$ cat config.mk
export PLATFORM = sky130hd
export DESIGN_NAME = map_run_length_decoder
export DESIGN_NICKNAME = d
export VERILOG_FILES = /design/src/rtl/mrld_pkg.sv /design/src/rtl/mrld_front.sv /design/src/rtl/mrld_fifo.sv /design/src/rtl/mrld_back.sv /design/src/rtl/map_run_length_decoder.sv
export SDC_FILE = /design/constraint.sdc
export NUM_CORES = 1
export LEC_CHECK = 0
export BUFFER_PORTS_ARGS = -buffer_cell sky130_fd_sc_hd__buf_2
export CAP_MARGIN = 10
export CORE_MARGIN = 1
export CORE_UTILIZATION = 28
export CTS_BUF_LIST = sky130_fd_sc_hd__clkbuf_2
export CTS_CLUSTER_DIAMETER = 200
export DETAILED_ROUTE_END_ITERATION = 12
export PLACE_DENSITY = 0.53
export RECOVER_POWER = 25
export SLEW_MARGIN = 40
export SYNTH_ARGS = -nofsm -noshare
export SYNTH_HDL_FRONTEND = slang
export SYNTH_SLANG_ARGS = --single-unit
$ cat constraint.sdc
create_clock -name clk -period 4.3 [get_ports clk]
set_input_delay 0.43 -clock clk [delete_from_list [all_inputs] [get_ports clk]]
set_output_delay 0.43 -clock clk [all_outputs]
set_load 0.05 [all_outputs]
$ cat src/rtl/mrld_pkg.sv
// ----------------------------------------------------------------------------
// mrld_pkg
// types, constants and helper functions of the map run-length decoder
// ----------------------------------------------------------------------------
`timescale 1ns / 1ps

package mrld_pkg;

    // output field widths
    localparam int COLUMN_W = 12;
    localparam int ROW_W    = 12;
    localparam int VALUE_W  = 32;

    // command queue
    localparam int QUEUE_DEPTH = 4;
    localparam int QPTR_W      = 2;

    // config port
    localparam int ADDR_W = 1;
    localparam logic [ADDR_W-1:0] REG_FLOAT_MODE = 1'b0;

    // special characters
    localparam logic [7:0] CH_NEWLINE = 8'h0A;
    localparam logic [7:0] CH_ESCAPE  = 8'h40;
    localparam logic [7:0] CH_LOW_A   = 8'h61;
    localparam logic [7:0] CH_LOW_Z   = 8'h7A;
    localparam logic [7:0] CH_UP_A    = 8'h41;
    localparam logic [7:0] CH_UP_Z    = 8'h5A;
    localparam logic [7:0] CH_ZERO    = 8'h30;
    localparam logic [7:0] CH_NINE    = 8'h39;
    localparam logic [7:0] CH_UNDER   = 8'h5F;
    localparam logic [7:0] CH_DOLLAR  = 8'h24;

    // front phase: run count, value, then six float digits
    typedef enum logic [2:0] {
        PH_COUNT,
        PH_VALUE,
        PH_DIG1,
        PH_DIG2,
        PH_DIG3,
        PH_DIG4,
        PH_DIG5,
        PH_DIG6
    } phase_t;

    typedef enum logic [1:0] {
        CMD_NOP,
        CMD_NEWLINE,
        CMD_RUN,
        CMD_ERR
    } cmd_kind_t;

    typedef struct packed {
        cmd_kind_t          kind;
        logic               fin;
        logic [5:0]         count;
        logic [VALUE_W-1:0] value;
    } cmd_t;

    // bit 6 set: not in the alphabet
    function automatic logic [6:0] sym_decode(input logic [7:0] s);
        logic [7:0] d;
        begin
            d = 8'h00;
            if (s >= CH_LOW_A && s <= CH_LOW_Z)
            begin
                d = s - CH_LOW_A;
            end
            else if (s >= CH_UP_A && s <= CH_UP_Z)
            begin
                d = s - CH_UP_A + 8'd26;
            end
            else if (s >= CH_ZERO && s <= CH_NINE)
            begin
                d = s - CH_ZERO + 8'd52;
            end
            else if (s == CH_UNDER)
            begin
                d = 8'd62;
            end
            else if (s == CH_DOLLAR)
            begin
                d = 8'd63;
            end
            else
            begin
                d = 8'h40;
            end
            return d[6:0];
        end
    endfunction

    // ieee single bits of a 6-bit integer
    function automatic logic [VALUE_W-1:0] small_int_float(input logic [5:0] v);
        logic [2:0]  p;
        logic [28:0] sh;
        logic [7:0]  expo;
        begin
            p = 3'd0;
            for (int i = 1; i < 6; i++)
            begin
                if (v[i])
                begin
                    p = 3'(i);
                end
            end
            sh   = 29'(v) << (5'd23 - 5'(p));
            expo = 8'd127 + 8'(p);
            if (v == 6'd0)
            begin
                return '0;
            end
            return {1'b0, expo, sh[22:0]};
        end
    endfunction

endpackage

$ cat src/rtl/mrld_front.sv
// ----------------------------------------------------------------------------
// mrld_front
// takes symbols, tracks the pair / float-digit phase and queues commands
// ----------------------------------------------------------------------------
`timescale 1ns / 1ps

module mrld_front (
    input  logic          clk,
    input  logic          rst_n,
    input  logic          float_mode,
    input  logic          in_valid,
    input  logic [7:0]    symbol,
    input  logic          final_symbol,
    output logic          in_ready,
    input  logic          q_full,
    output logic          q_push,
    output mrld_pkg::cmd_t q_cmd
);

    mrld_pkg::phase_t phase_reg, phase_next;
    logic [5:0]       run_count_reg, run_count_next;
    logic [31:0]      float_bits_reg, float_bits_next;

    logic [6:0] dec;
    logic [5:0] v;
    logic       bad;
    logic       accept;
    logic       is_newline;
    logic       is_escape;
    logic [31:0] digit_bits;

    assign dec        = mrld_pkg::sym_decode(symbol);
    assign v          = dec[5:0];
    assign bad        = dec[6];
    assign in_ready   = !q_full;
    assign accept     = in_valid && in_ready;
    assign is_newline = (phase_reg == mrld_pkg::PH_COUNT) && (symbol == mrld_pkg::CH_NEWLINE);
    assign is_escape  = (phase_reg == mrld_pkg::PH_VALUE) && float_mode
                        && (symbol == mrld_pkg::CH_ESCAPE);
    assign digit_bits = {float_bits_reg[25:0], v};

    // next state
    always_comb
    begin
        phase_next      = phase_reg;
        run_count_next  = run_count_reg;
        float_bits_next = float_bits_reg;
        if (accept)
        begin
            if (is_newline)
            begin
                phase_next = phase_reg;
            end
            else if (is_escape)
            begin
                float_bits_next = '0;
                phase_next      = mrld_pkg::PH_DIG1;
            end
            else if (bad)
            begin
                phase_next     = mrld_pkg::PH_COUNT;
                run_count_next = '0;
            end
            else
            begin
                case (phase_reg)
                    mrld_pkg::PH_COUNT:
                    begin
                        run_count_next = v;
                        phase_next     = mrld_pkg::PH_VALUE;
                    end
                    mrld_pkg::PH_VALUE:
                    begin
                        run_count_next = '0;
                        phase_next     = mrld_pkg::PH_COUNT;
                    end
                    mrld_pkg::PH_DIG6:
                    begin
                        float_bits_next = digit_bits;
                        run_count_next  = '0;
                        phase_next      = mrld_pkg::PH_COUNT;
                    end
                    default:
                    begin
                        float_bits_next = digit_bits;
                        phase_next      = mrld_pkg::phase_t'(phase_reg + 3'd1);
                    end
                endcase
            end
            if (final_symbol)
            begin
                phase_next      = mrld_pkg::PH_COUNT;
                run_count_next  = '0;
                float_bits_next = '0;
            end
        end
    end

    // queued command
    always_comb
    begin
        q_cmd.kind  = mrld_pkg::CMD_NOP;
        q_cmd.fin   = final_symbol;
        q_cmd.count = run_count_reg;
        q_cmd.value = '0;
        if (is_newline)
        begin
            q_cmd.kind = mrld_pkg::CMD_NEWLINE;
        end
        else if (is_escape)
        begin
            q_cmd.kind = mrld_pkg::CMD_NOP;
        end
        else if (bad)
        begin
            q_cmd.kind = mrld_pkg::CMD_ERR;
        end
        else
        begin
            case (phase_reg)
                mrld_pkg::PH_COUNT:
                begin
                    q_cmd.kind = mrld_pkg::CMD_NOP;
                end
                mrld_pkg::PH_VALUE:
                begin
                    if (run_count_reg != 6'd0)
                    begin
                        q_cmd.kind = mrld_pkg::CMD_RUN;
                    end
                    q_cmd.value = float_mode ? mrld_pkg::small_int_float(v) : 32'(v);
                end
                mrld_pkg::PH_DIG6:
                begin
                    if (run_count_reg != 6'd0)
                    begin
                        q_cmd.kind = mrld_pkg::CMD_RUN;
                    end
                    q_cmd.value = digit_bits;
                end
                default:
                begin
                    q_cmd.kind = mrld_pkg::CMD_NOP;
                end
            endcase
        end
        q_push = accept && ((q_cmd.kind != mrld_pkg::CMD_NOP) || final_symbol);
    end

    always_ff @(posedge clk or negedge rst_n)
    begin
        if (!rst_n)
        begin
            phase_reg      <= mrld_pkg::PH_COUNT;
            run_count_reg  <= '0;
            float_bits_reg <= '0;
        end
        else
        begin
            phase_reg      <= phase_next;
            run_count_reg  <= run_count_next;
            float_bits_reg <= float_bits_next;
        end
    end

endmodule

$ cat src/rtl/mrld_fifo.sv
// ----------------------------------------------------------------------------
// mrld_fifo
// short command queue between front and back
// ----------------------------------------------------------------------------
`timescale 1ns / 1ps

module mrld_fifo (
    input  logic           clk,
    input  logic           rst_n,
    input  logic           push,
    input  mrld_pkg::cmd_t push_cmd,
    output logic           full,
    input  logic           pop,
    output mrld_pkg::cmd_t head_cmd,
    output logic           empty
);

    mrld_pkg::cmd_t entry_reg [mrld_pkg::QUEUE_DEPTH];

    logic [mrld_pkg::QPTR_W-1:0] wr_ptr_reg, wr_ptr_next;
    logic [mrld_pkg::QPTR_W-1:0] rd_ptr_reg, rd_ptr_next;
    logic [mrld_pkg::QPTR_W:0]   fill_reg, fill_next;
    logic                        do_push;
    logic                        do_pop;

    assign full     = (fill_reg == (mrld_pkg::QPTR_W + 1)'(mrld_pkg::QUEUE_DEPTH));
    assign empty    = (fill_reg == '0);
    assign do_push  = push && !full;
    assign do_pop   = pop && !empty;
    assign head_cmd = entry_reg[rd_ptr_reg];

    always_comb
    begin
        wr_ptr_next = do_push ? wr_ptr_reg + 1'b1 : wr_ptr_reg;
        rd_ptr_next = do_pop ? rd_ptr_reg + 1'b1 : rd_ptr_reg;
        fill_next   = fill_reg;
        if (do_push && !do_pop)
        begin
            fill_next = fill_reg + 1'b1;
        end
        else if (do_pop && !do_push)
        begin
            fill_next = fill_reg - 1'b1;
        end
    end

    always_ff @(posedge clk)
    begin
        if (do_push)
        begin
            entry_reg[wr_ptr_reg] <= push_cmd;
        end
    end

    always_ff @(posedge clk or negedge rst_n)
    begin
        if (!rst_n)
        begin
            wr_ptr_reg <= '0;
            rd_ptr_reg <= '0;
            fill_reg   <= '0;
        end
        else
        begin
            wr_ptr_reg <= wr_ptr_next;
            rd_ptr_reg <= rd_ptr_next;
            fill_reg   <= fill_next;
        end
    end

endmodule

$ cat src/rtl/mrld_back.sv
// ----------------------------------------------------------------------------
// mrld_back
// carries out queued commands, one cell per cycle into the output register while not stalled
// ----------------------------------------------------------------------------
`timescale 1ns / 1ps

module mrld_back #(
    parameter int COL_BITS = 12,
    parameter int ROW_BITS = 12
) (
    input  logic                            clk,
    input  logic                            rst_n,
    input  mrld_pkg::cmd_t                  head_cmd,
    input  logic                            q_empty,
    output logic                            q_pop,
    output logic                            out_valid,
    input  logic                            out_ready,
    output logic [mrld_pkg::COLUMN_W-1:0]   out_column,
    output logic [mrld_pkg::ROW_W-1:0]      out_row,
    output logic [mrld_pkg::VALUE_W-1:0]    out_value,
    output logic                            out_error,
    output logic                            out_last
);

    localparam logic [COL_BITS-1:0] COL_MAX = '1;

    logic                  act_valid_reg, act_valid_next;
    mrld_pkg::cmd_t        act_reg, act_next;
    logic [5:0]            rem_reg, rem_next;
    logic [COL_BITS-1:0]   col_reg, col_next;
    logic [ROW_BITS-1:0]   row_reg, row_next;
    logic                  over_reg, over_next;

    logic                           ov_reg, ov_next;
    logic [mrld_pkg::COLUMN_W-1:0]  ocol_reg, ocol_next;
    logic [mrld_pkg::ROW_W-1:0]     orow_reg, orow_next;
    logic [mrld_pkg::VALUE_W-1:0]   oval_reg, oval_next;
    logic                           oerr_reg, oerr_next;
    logic                           olast_reg, olast_next;

    logic                                  can_out;
    logic                                  finish;
    logic [COL_BITS-1:0]                   cell_col;
    logic [COL_BITS+mrld_pkg::COLUMN_W-1:0] col_wide;
    logic [ROW_BITS+mrld_pkg::ROW_W-1:0]    row_wide;

    assign can_out  = !ov_reg || out_ready;
    assign q_pop    = !act_valid_reg && !q_empty;
    assign cell_col = over_reg ? COL_MAX : col_reg;
    assign col_wide = {{mrld_pkg::COLUMN_W{1'b0}}, cell_col};
    assign row_wide = {{mrld_pkg::ROW_W{1'b0}}, row_reg};

    always_comb
    begin
        act_valid_next = act_valid_reg;
        act_next       = act_reg;
        rem_next       = rem_reg;
        col_next       = col_reg;
        row_next       = row_reg;
        over_next      = over_reg;
        ov_next        = ov_reg;
        ocol_next      = ocol_reg;
        orow_next      = orow_reg;
        oval_next      = oval_reg;
        oerr_next      = oerr_reg;
        olast_next     = olast_reg;
        finish         = 1'b0;

        if (ov_reg && out_ready)
        begin
            ov_next = 1'b0;
        end

        if (q_pop)
        begin
            act_valid_next = 1'b1;
            act_next       = head_cmd;
            rem_next       = head_cmd.count;
        end
        else if (act_valid_reg)
        begin
            case (act_reg.kind)
                mrld_pkg::CMD_RUN:
                begin
                    if (can_out)
                    begin
                        ov_next    = 1'b1;
                        ocol_next  = col_wide[mrld_pkg::COLUMN_W-1:0];
                        orow_next  = row_wide[mrld_pkg::ROW_W-1:0];
                        oval_next  = act_reg.value;
                        oerr_next  = over_reg;
                        olast_next = (rem_reg == 6'd1);
                        if (col_reg == COL_MAX)
                        begin
                            over_next = 1'b1;
                        end
                        else
                        begin
                            col_next = col_reg + 1'b1;
                        end
                        rem_next = rem_reg - 6'd1;
                        finish   = (rem_reg == 6'd1);
                    end
                end
                mrld_pkg::CMD_ERR:
                begin
                    if (can_out)
                    begin
                        ov_next    = 1'b1;
                        ocol_next  = col_wide[mrld_pkg::COLUMN_W-1:0];
                        orow_next  = row_wide[mrld_pkg::ROW_W-1:0];
                        oval_next  = '0;
                        oerr_next  = 1'b1;
                        olast_next = 1'b1;
                        finish     = 1'b1;
                    end
                end
                mrld_pkg::CMD_NEWLINE:
                begin
                    row_next  = row_reg + 1'b1;
                    col_next  = '0;
                    over_next = 1'b0;
                    finish    = 1'b1;
                end
                default:
                begin
                    finish = 1'b1;
                end
            endcase

            if (finish)
            begin
                act_valid_next = 1'b0;
                if (act_reg.fin)
                begin
                    col_next  = '0;
                    row_next  = '0;
                    over_next = 1'b0;
                end
            end
        end
    end

    assign out_valid  = ov_reg;
    assign out_column = ocol_reg;
    assign out_row    = orow_reg;
    assign out_value  = oval_reg;
    assign out_error  = oerr_reg;
    assign out_last   = olast_reg;

    always_ff @(posedge clk)
    begin
        act_reg   <= act_next;
        rem_reg   <= rem_next;
        ocol_reg  <= ocol_next;
        orow_reg  <= orow_next;
        oval_reg  <= oval_next;
        oerr_reg  <= oerr_next;
        olast_reg <= olast_next;
    end

    always_ff @(posedge clk or negedge rst_n)
    begin
        if (!rst_n)
        begin
            act_valid_reg <= 1'b0;
            col_reg       <= '0;
            row_reg       <= '0;
            over_reg      <= 1'b0;
            ov_reg        <= 1'b0;
        end
        else
        begin
            act_valid_reg <= act_valid_next;
            col_reg       <= col_next;
            row_reg       <= row_next;
            over_reg      <= over_next;
            ov_reg        <= ov_next;
        end
    end

endmodule

$ cat src/rtl/map_run_length_decoder.sv
// ----------------------------------------------------------------------------
// map_run_length_decoder
// decodes row-coded map text into one word per written cell
// ----------------------------------------------------------------------------
// usage:
//   - input stream: one map text character per word on s_tdata, s_tlast marks
//     the last character of a block (position and pair phase clear after it)
//   - output stream: one word per cell with column, row and value on m_tdata,
//     m_tuser flags a bad character or a column past its limit, m_tlast marks
//     the last cell caused by one input character
//   - apb register float_mode at address 0 selects float values and the '@'
//     escape; write it only while the block is idle
//   - a run's first cell passes the queue write, the command pop and the output
//     register, in that order, after its value character is taken
//   - throughput: characters that make no cell go in at one per cycle until
//     the 4-entry command queue fills; a run of n cells holds the back end for
//     a command pop, then one cell per cycle while m_tready does not stall
//   - reset clears the phase, the position, the queue and the output register
//   - a stalled m_tready holds the output word; the back end then stops, the
//     queue fills and s_tready drops
// ----------------------------------------------------------------------------
`timescale 1ns / 1ps

module map_run_length_decoder #(
    parameter int COL_BITS = 12,
    parameter int ROW_BITS = 12
) (
    input  logic                          clk,
    input  logic                          rst_n,
    // input stream
    input  logic                          s_tvalid,
    output logic                          s_tready,
    input  logic [7:0]                    s_tdata,   // [7:0] symbol
    input  logic                          s_tlast,   // final_symbol
    // output stream
    output logic                          m_tvalid,
    input  logic                          m_tready,
    output logic [55:0]                   m_tdata,   // [11:0] column, [23:12] row,
                                                     // [55:24] cell_value
    output logic                          m_tuser,   // [0] error
    output logic                          m_tlast,   // last
    // config port
    input  logic                          psel,
    input  logic                          penable,
    input  logic                          pwrite,
    input  logic [mrld_pkg::ADDR_W-1:0]   paddr,
    input  logic [31:0]                   pwdata,
    output logic [31:0]                   prdata,
    output logic                          pready
);

    logic            float_mode_reg, float_mode_next;
    logic            cfg_wr;

    logic            q_push;
    mrld_pkg::cmd_t  q_cmd;
    logic            q_full;
    logic            q_pop;
    mrld_pkg::cmd_t  head_cmd;
    logic            q_empty;

    logic [mrld_pkg::COLUMN_W-1:0] out_column;
    logic [mrld_pkg::ROW_W-1:0]    out_row;
    logic [mrld_pkg::VALUE_W-1:0]  out_value;

    // apb: always ready, writes land in the access phase
    assign pready = 1'b1;
    assign cfg_wr = psel && penable && pwrite && pready && (paddr == mrld_pkg::REG_FLOAT_MODE);
    assign prdata = (paddr == mrld_pkg::REG_FLOAT_MODE) ? {31'b0, float_mode_reg} : 32'b0;

    always_comb
    begin
        float_mode_next = float_mode_reg;
        if (cfg_wr)
        begin
            float_mode_next = pwdata[0];
        end
    end

    always_ff @(posedge clk or negedge rst_n)
    begin
        if (!rst_n)
        begin
            float_mode_reg <= 1'b0;
        end
        else
        begin
            float_mode_reg <= float_mode_next;
        end
    end

    // front: character decode and pair / float-digit phase
    mrld_front u_front (
        .clk          (clk),
        .rst_n        (rst_n),
        .float_mode   (float_mode_reg),
        .in_valid     (s_tvalid),
        .symbol       (s_tdata),
        .final_symbol (s_tlast),
        .in_ready     (s_tready),
        .q_full       (q_full),
        .q_push       (q_push),
        .q_cmd        (q_cmd)
    );

    // queue lets the front keep taking characters while a run expands
    mrld_fifo u_fifo (
        .clk      (clk),
        .rst_n    (rst_n),
        .push     (q_push),
        .push_cmd (q_cmd),
        .full     (q_full),
        .pop      (q_pop),
        .head_cmd (head_cmd),
        .empty    (q_empty)
    );

    // back: position tracking and cell expansion
    mrld_back #(
        .COL_BITS (COL_BITS),
        .ROW_BITS (ROW_BITS)
    ) u_back (
        .clk        (clk),
        .rst_n      (rst_n),
        .head_cmd   (head_cmd),
        .q_empty    (q_empty),
        .q_pop      (q_pop),
        .out_valid  (m_tvalid),
        .out_ready  (m_tready),
        .out_column (out_column),
        .out_row    (out_row),
        .out_value  (out_value),
        .out_error  (m_tuser),
        .out_last   (m_tlast)
    );

    assign m_tdata = {out_value, out_row, out_column};

endmodule

==> results of run 1 <==
[cell families (layout without fill, tap and decap cells)]
| kind of cell | after synthesis | count (layout) |
|---|---|---|
| xor gates and xnor gates | 31 | 31 |
| AOI/OAI and AO/OA | 128 | 128 |
| buffers and inverters | 97 | 279 |
| muxes | 45 | 45 |
| other | 2 | 34 |
| DFF | 333 | 333 |
| and+or+nand+nor | 304 | 304 |
| adders and majority gates | 29 | 29 |
[layout by cell type, fill, tap and decap left out, types with 3 or more instances in the layout]
cell type	n
a21oi_1	23
a22o_1	11
a31o_2	4
a31oi_1	5
a32o_1	3
and2_1	5
and2_2	4
and3_1	26
buf_12	3
buf_2	76
buf_4	17
clkbuf_1	3
clkbuf_2	119
clkinv_1	19
clkinv_2	3
conb_1	32
dfrtp_1	69
dlygate4sd3_1	8
edfxtp_1	263
ha_1	28
inv_1	24
mux4_2	41
nand2_1	104
nand2b_1	8
nand3_1	12
nand4_1	7
nor2_1	50
nor2_2	3
nor2_4	3
nor2b_1	38
nor3_1	14
o21ai_0	29
o21ai_1	11
o31a_1	3
o31ai_1	15
or2_2	15
xnor2_1	12
xor2_1	19
[layout make-up]
| type | instances | area (um2) | area share |
|---|---|---|---|
| antenna | 2 | 5.00 | 0.000309 |
| clock buffer | 119 | 596 | 0.0368 |
| clock inverter | 27 | 144 | 0.00889 |
| inverter | 24 | 90.1 | 0.00557 |
| multi-input combinational | 569 | 4180 | 0.258 |
| sequential | 333 | 9650 | 0.596 |
| tap | 672 | 841 | 0.0519 |
| timing repair buffer | 109 | 686 | 0.0424 |
[path summary, 6_finish.rpt]
path	to	slack, ns	cells after the start
max in group asynchronous	u_front.phase_reg[1]$_DFFE_PN0P_	2.16	4
worst max register to register	u_back.out_value[15]$_SDFFCE_PP0P_	0.91	5
worst min register to register	u_back.out_row[2]$_DFFE_PP_	0.48	0
worst min-delay path	u_front.float_bits_reg[2]$_DFFE_PN0P_	0.20	4
min in group asynchronous	u_back.col_reg[10]$_DFFE_PN0P_	0.55	3
worst max-delay path	u_back.out_value[15]$_SDFFCE_PP0P_	0.91	5
[metrics by stage]
step / power (mW) / instance area, um2
floorplan: 7.51 / 14300
global placement: 8.44 / 15300
detailed placement: 8.51 / 15400
CTS: 10.6 / 16200
global route: 11.0 / 16200
finish: 10.4 / 16200
[power groups by stage]
stage                     Combinational, mW  Clock, mW  Sequential [mW]
after floorplan                        1.80          0             5.71
after global placement                 3.40          0             5.04
after detailed placement               3.45          0             5.06
after CTS                              3.47       2.16             4.99
after global routing                   3.69       2.29             5.06
final                                  3.39       2.05             4.95
[worst reg2reg max path, stage by stage (launching register included)]
cell and delay, ns:
edfxtp_1 0.39, ha_1 0.15, clkbuf_1 1.23, o21ai_0 0.53
nor2_4 0.56, buf_8 0.27
[per-layer routing]
layer / routed length (um) / part of all wire
met2: 13800 / 0.48
met5: 0 / 0
met4: 547 / 0.019
met3: 1480 / 0.052
met1: 12700 / 0.45
==> run metrics, run 1 <==
Clock power frac 0.198; met2 Use GR 0.181; die width approximately 230 um; Max-cap violations 1; Seq cells post-synth about 330; Port Buffers 78; Post-CTS Setup Repair Bufs 0; P_sw roughly 3.9 mW; slowest stage cell, crit path clkbuf_1; Final setup viols 0; Min Clock Period, post-route between 3 and 4 ns; most used routing layer met2; Primary FF master, synth edfxtp_1; Layout Area Growth over Synthesis 14.1%; CTS Buf Count 80; Cell Pwr Density around 640 nW/um2; Ports approximately 140; Post-CTS Resized 0; Final ANT Viol Nets 0; Core Rows 82; Top delay family on crit path buffers and inverters; routed wire length per instance 15.4 um; DRT iter0 DRCs 508; post-synthesis mux area share 0.0681; Worst-Margin Slew 1.74 ns; DP Wirelength between 15 and 20 mm; worst path buffer plus inverter count 2; Non-Filler Instances between 1.5k and 2k; die area 51600 um2; first-pass GRT wire length 44.8 mm; Post-Synthesis Cells 969; worst skew pair latency approximately 0.97 ns; most frequent cell after synthesis edfxtp_1; largest net degree at the start of global routing 53; critical-path cell list ha_1 -> clkbuf_1 -> o21ai_0 -> nor2_4 -> buf_8; Largest register FFs 164; Die H approximately 230 um; H-tree lvl count 3; initial antenna violation count 1; gpl congestion 0.844; Cell variety after synth 71; Setup crit start kind flip-flop; Fin Setup TNS 0 ns; Synth Warn # 0; HP Start s_tdata[5]; Synth Area per Inst ~15 um2; Final Hold Viols 0; largest family of logic cells by synthesized area simple AND/OR/NAND/NOR gates; CP required approximately 4.9 ns; vias in the first global route between 8k and 9k; largest cells by area after synthesis edfxtp_1, dfrtp_1, mux4_2; DR DRC count 0; CP startpoint u_back.act_reg[39]$_DFFE_PP_; Synth Area in Simple Gates 0.107; pre-CTS setup slack roughly 0.56 ns; maximum vdd ir drop 0.000269 V; fmax a little under 300 MHz; Final period util 0.789; Post-synth top cells edfxtp_1, nand2_1, dfrtp_1; internal power 6.46 mW; post-synthesis adder-cell area fraction 0.0261; Final Util 0.323; Synth Area in XOR/XNOR 0.0191; TritonCTS clock tree built; routed via count just over 8k; Max Root-Sink Buffers 3; met3 Track Usage GR 0.0253; delay of the slowest critical-path stage approximately 1.2 ns; Synth async-reset ratio 0.210; clock skew about 0.095 ns; cts-stage hold buffer count 9; EDFF count, synth around 260; Cell Area, Synth around 14000 um2; Compound-Gate Fraction of Synth Area 0.0638; 1st-pass router iterations 5; worst r2r src u_back.act_reg[39]$_DFFE_PP_; Hold WS approximately 0.20 ns; switching share of power 0.378; layout cells sized above 1 0.263; CP Capture Type flip-flop; Core ar. 50100 um2; outcome finished, violations left; RSZ-0062 raised after global routing false; Pleak about 6.2 nW; Worst-path clk slew around 0.10 ns; worst hold path type input port to flip-flop; Total Routing Usage GR 0.113; vias per cell between 4 and 5; final wirelength between 20 and 30 mm; sequential share of the synthesized area 0.680; Nets 1195; combinational share of power 0.326; crit path setup slack, layout slightly above 0.9 ns; area leader, netlist edfxtp_1; GRT Residual Overflow 0; Worst EP arrival about 4.0 ns; Max Slew Vio Count 37; global routing met1 resource utilization 0.146; Sequential Power Share 0.477; CP Max Fanout 36; dpl cells approximately 1.7k; starting density of the core 0.283; clk sinks about 330; slew margin rel. -0.159; WS Path Type flip-flop to flip-flop; clock root buffer clkbuf_2; share of the synthesized area in the top cell type 0.557; violated checks capacitance limit, slew limit; Filler Cell Count 5049
No activity file was read; power rests on OpenSTA's default activity.
==> run 2: changes to the inputs <==
- clock period: 4.3 -> 3.5 ns (I/O delays scaled with it)
==> run 2 against run 1 <==
  * The run still ends with capacitance limit, slew limit left
  * Combinational power grew 24%
  * Sequential share of layout area shrank 0.25 points
  * Critical path depth grew 6
  * Non-clock buffer count grew 8
  * Utilization grew 0.13 points
  * Clock skew shrank 0.036 ns
  * Clock power grew 21%
  * Global-route usage is essentially flat
  * Sequential power grew 22%
  * Critical path type unchanged
  * Critical endpoint is now u_fifo.fill_reg[1]$_DFFE_PN0P_
  * Largest cell class unchanged
==> run metrics, run 2 (synthesis gave the netlist of run 1 again) <==
Cell Pwr Density 784 nW/um2 (+22%); die width 227 um (unchanged); combinational share of power 0.330 (+0.004); Nets 1206 (+0.92%); Min Clock Period, post-route 2.88 ns (-0.509 ns); gpl congestion 0.834 (-1.3%); Layout Area Growth over Synthesis 14.6%; slowest stage cell, crit path fa_1; most frequent cells in the layout edfxtp_1, clkbuf_2, nand2_1; H-tree lvl count 3 (unchanged); Sequential Power Share 0.476 (about the same); Clock power frac 0.194 (-0.004); CP required 4.30 ns (-0.62 ns); clk sinks 333 (unchanged); worst hold path type input port to flip-flop; maximum vdd ir drop 0.000295 V (+9.5%); TritonCTS clock tree built; area of the multi-input gates 4180 um2 (unchanged); Register Area 9650 um2 (about the same); vias per cell 4.37 (-0.20%); Setup crit start kind flip-flop; delay of the slowest critical-path stage 0.41 ns (-0.82 ns); GRT Residual Overflow 0 (unchanged); Max-cap violations 2 (+1); outcome finished, violations left; Filler Cell Count 5053 (+0.079%); clock root buffer clkbuf_2; Fin Setup TNS 0 ns (unchanged); routed via count 8150 (+0.28%); WS Path Type flip-flop to flip-flop; Max Slew Vio Count 105 (+180%); Largest register FFs 164 (unchanged); final wirelength 28.6 mm (about the same); Non-Filler Instances 1864 (+0.49%); die area 51600 um2 (unchanged); Port Buffers 78 (unchanged); Final ANT Viol Nets 0 (unchanged); Total Routing Usage GR 0.113 (+0.000330); initial antenna violation count 1 (unchanged); internal power 7.94 mW (+23%); 1st-pass router iterations 7 (+2); CP Max Fanout 5 (-86%); Final Hold Viols 0 (unchanged); routed wire length per instance 15.3 um (-0.47%); DR DRC count 0 (unchanged); Pleak 6.24 nW (+0.85%); Worst-path clk slew 0.10 ns (about the same); violated checks capacitance limit, slew limit; Worst EP arrival 3.69 ns (-0.33 ns); P_sw 4.81 mW (+23%); first-pass GRT wire length 44.8 mm (about the same); clock skew 0.0590 ns (-0.0358 ns); DP Wirelength 17.9 mm (-0.76%); switching share of power 0.378 (-0.000541); Final period util 0.824 (+0.0350); Post-CTS Setup Repair Bufs 0 (unchanged); worst skew pair latency 0.95 ns (-0.02 ns); layout cells sized above 1 0.270 (+0.00702); vias in the first global route 8185 (-0.33%); commonest non-fill, non-tap cell in the layout edfxtp_1; slew margin rel. -0.293 (-0.135); fmax 347 MHz (+18%); Max Root-Sink Buffers 3 (unchanged); Die H 227 um (unchanged); critical-path cell list inv_1 -> ha_1 -> nor2b_1 -> nand2_1 -> or3_1 -> a21oi_1 -> nor2_1 -> ha_1 -> inv_1 -> fa_1 -> mux2_2; cts-stage hold buffer count 9 (unchanged); Worst-Margin Slew 1.94 ns (+0.202 ns); Core ar. 50100 um2 (unchanged); largest net degree at the start of global routing 71 (+34%); Core Rows 82 (unchanged); starting density of the core 0.283 (unchanged); Final setup viols 0 (unchanged); Ports 142 (unchanged); DRT iter0 DRCs 489 (-3.7%); Post-CTS Resized 0 (unchanged); dpl cells 1706 (+0.47%); CP Capture Type flip-flop; CTS Buf Count 83 (+3.8%); RSZ-0062 raised after global routing false
[run 2: final cells by class]
class,instances,share of cell area
diodes,1,0.000154
clock buffers,126,0.0388
clock inverters,22,0.00616
inverters,24,0.00554
multi-input cells,569,0.257
flip-flops and latches,333,0.594
well taps,672,0.0517
repair buffers,117,0.0470
[run 2: metrics by stage]
step	total power, mW	setup slack [ns]	hold WS [ns]	cell area [um2]	util
global placement	10.4	0.130	0.464	15400	0.308
finish	12.8	0.617	0.194	16300	0.325
floorplan	9.23	0.0286	0.0544	14300	-
CTS	13.0	0.613	0.0689	16300	0.325
global route	13.6	0.359	0.134	16300	0.325
detailed placement	10.5	0.0868	0.427	15500	0.309
[run 2: power groups by stage]
stage | Clock [mW] | Combinational, mW | Sequential (mW)
6_report | 2.48 | 4.21 | 6.06
4_1_cts | 2.62 | 4.34 | 6.09
3_5_place_dp | 0 | 4.31 | 6.18
3_3_place_gp | 0 | 4.27 | 6.15
2_1_floorplan | 0 | 2.21 | 7.01
5_1_grt | 2.81 | 4.61 | 6.20
[run 2: final timing paths]
path | startpoint | endpoint | slack [ns] | cells after the start
worst max-delay path | u_front.phase_reg[1]$_DFFE_PN0P_ | u_fifo.fill_reg[1]$_DFFE_PN0P_ | 0.62 | 11
worst min-delay path | s_tdata[5] | u_front.float_bits_reg[2]$_DFFE_PN0P_ | 0.19 | 4
worst max register to register | u_front.phase_reg[1]$_DFFE_PN0P_ | u_fifo.fill_reg[1]$_DFFE_PN0P_ | 0.62 | 11
worst min register to register | u_front.float_bits_reg[22]$_DFFE_PN0P_ | u_front.float_bits_reg[22]$_DFFE_PN0P_ | 0.50 | 2
max in group asynchronous | rst_n | u_fifo.rd_ptr_reg[0]$_DFFE_PN0P_ | 1.12 | 4
min in group asynchronous | rst_n | u_back.col_reg[1]$_DFFE_PN0P_ | 1.19 | 4
[run 2: metal layers]
layer  GRT usage  part of all wire
met1       0.151              0.47
met2       0.174              0.46
met3      0.0265             0.048
met4      0.0526             0.021
met5           0                 0
[run 2: critical path, delay by kind of cell, from the launching register on]
| family | cells | cell delay, ns |
|---|---|---|
| buffers and inverters | 2 | 0.18 |
| muxes | 1 | 0.27 |
| AOI/OAI and AO/OA | 1 | 0.17 |
| adders and majority gates | 3 | 0.79 |
| and+or+nand+nor | 4 | 0.93 |
| DFF | 1 | 0.40 |
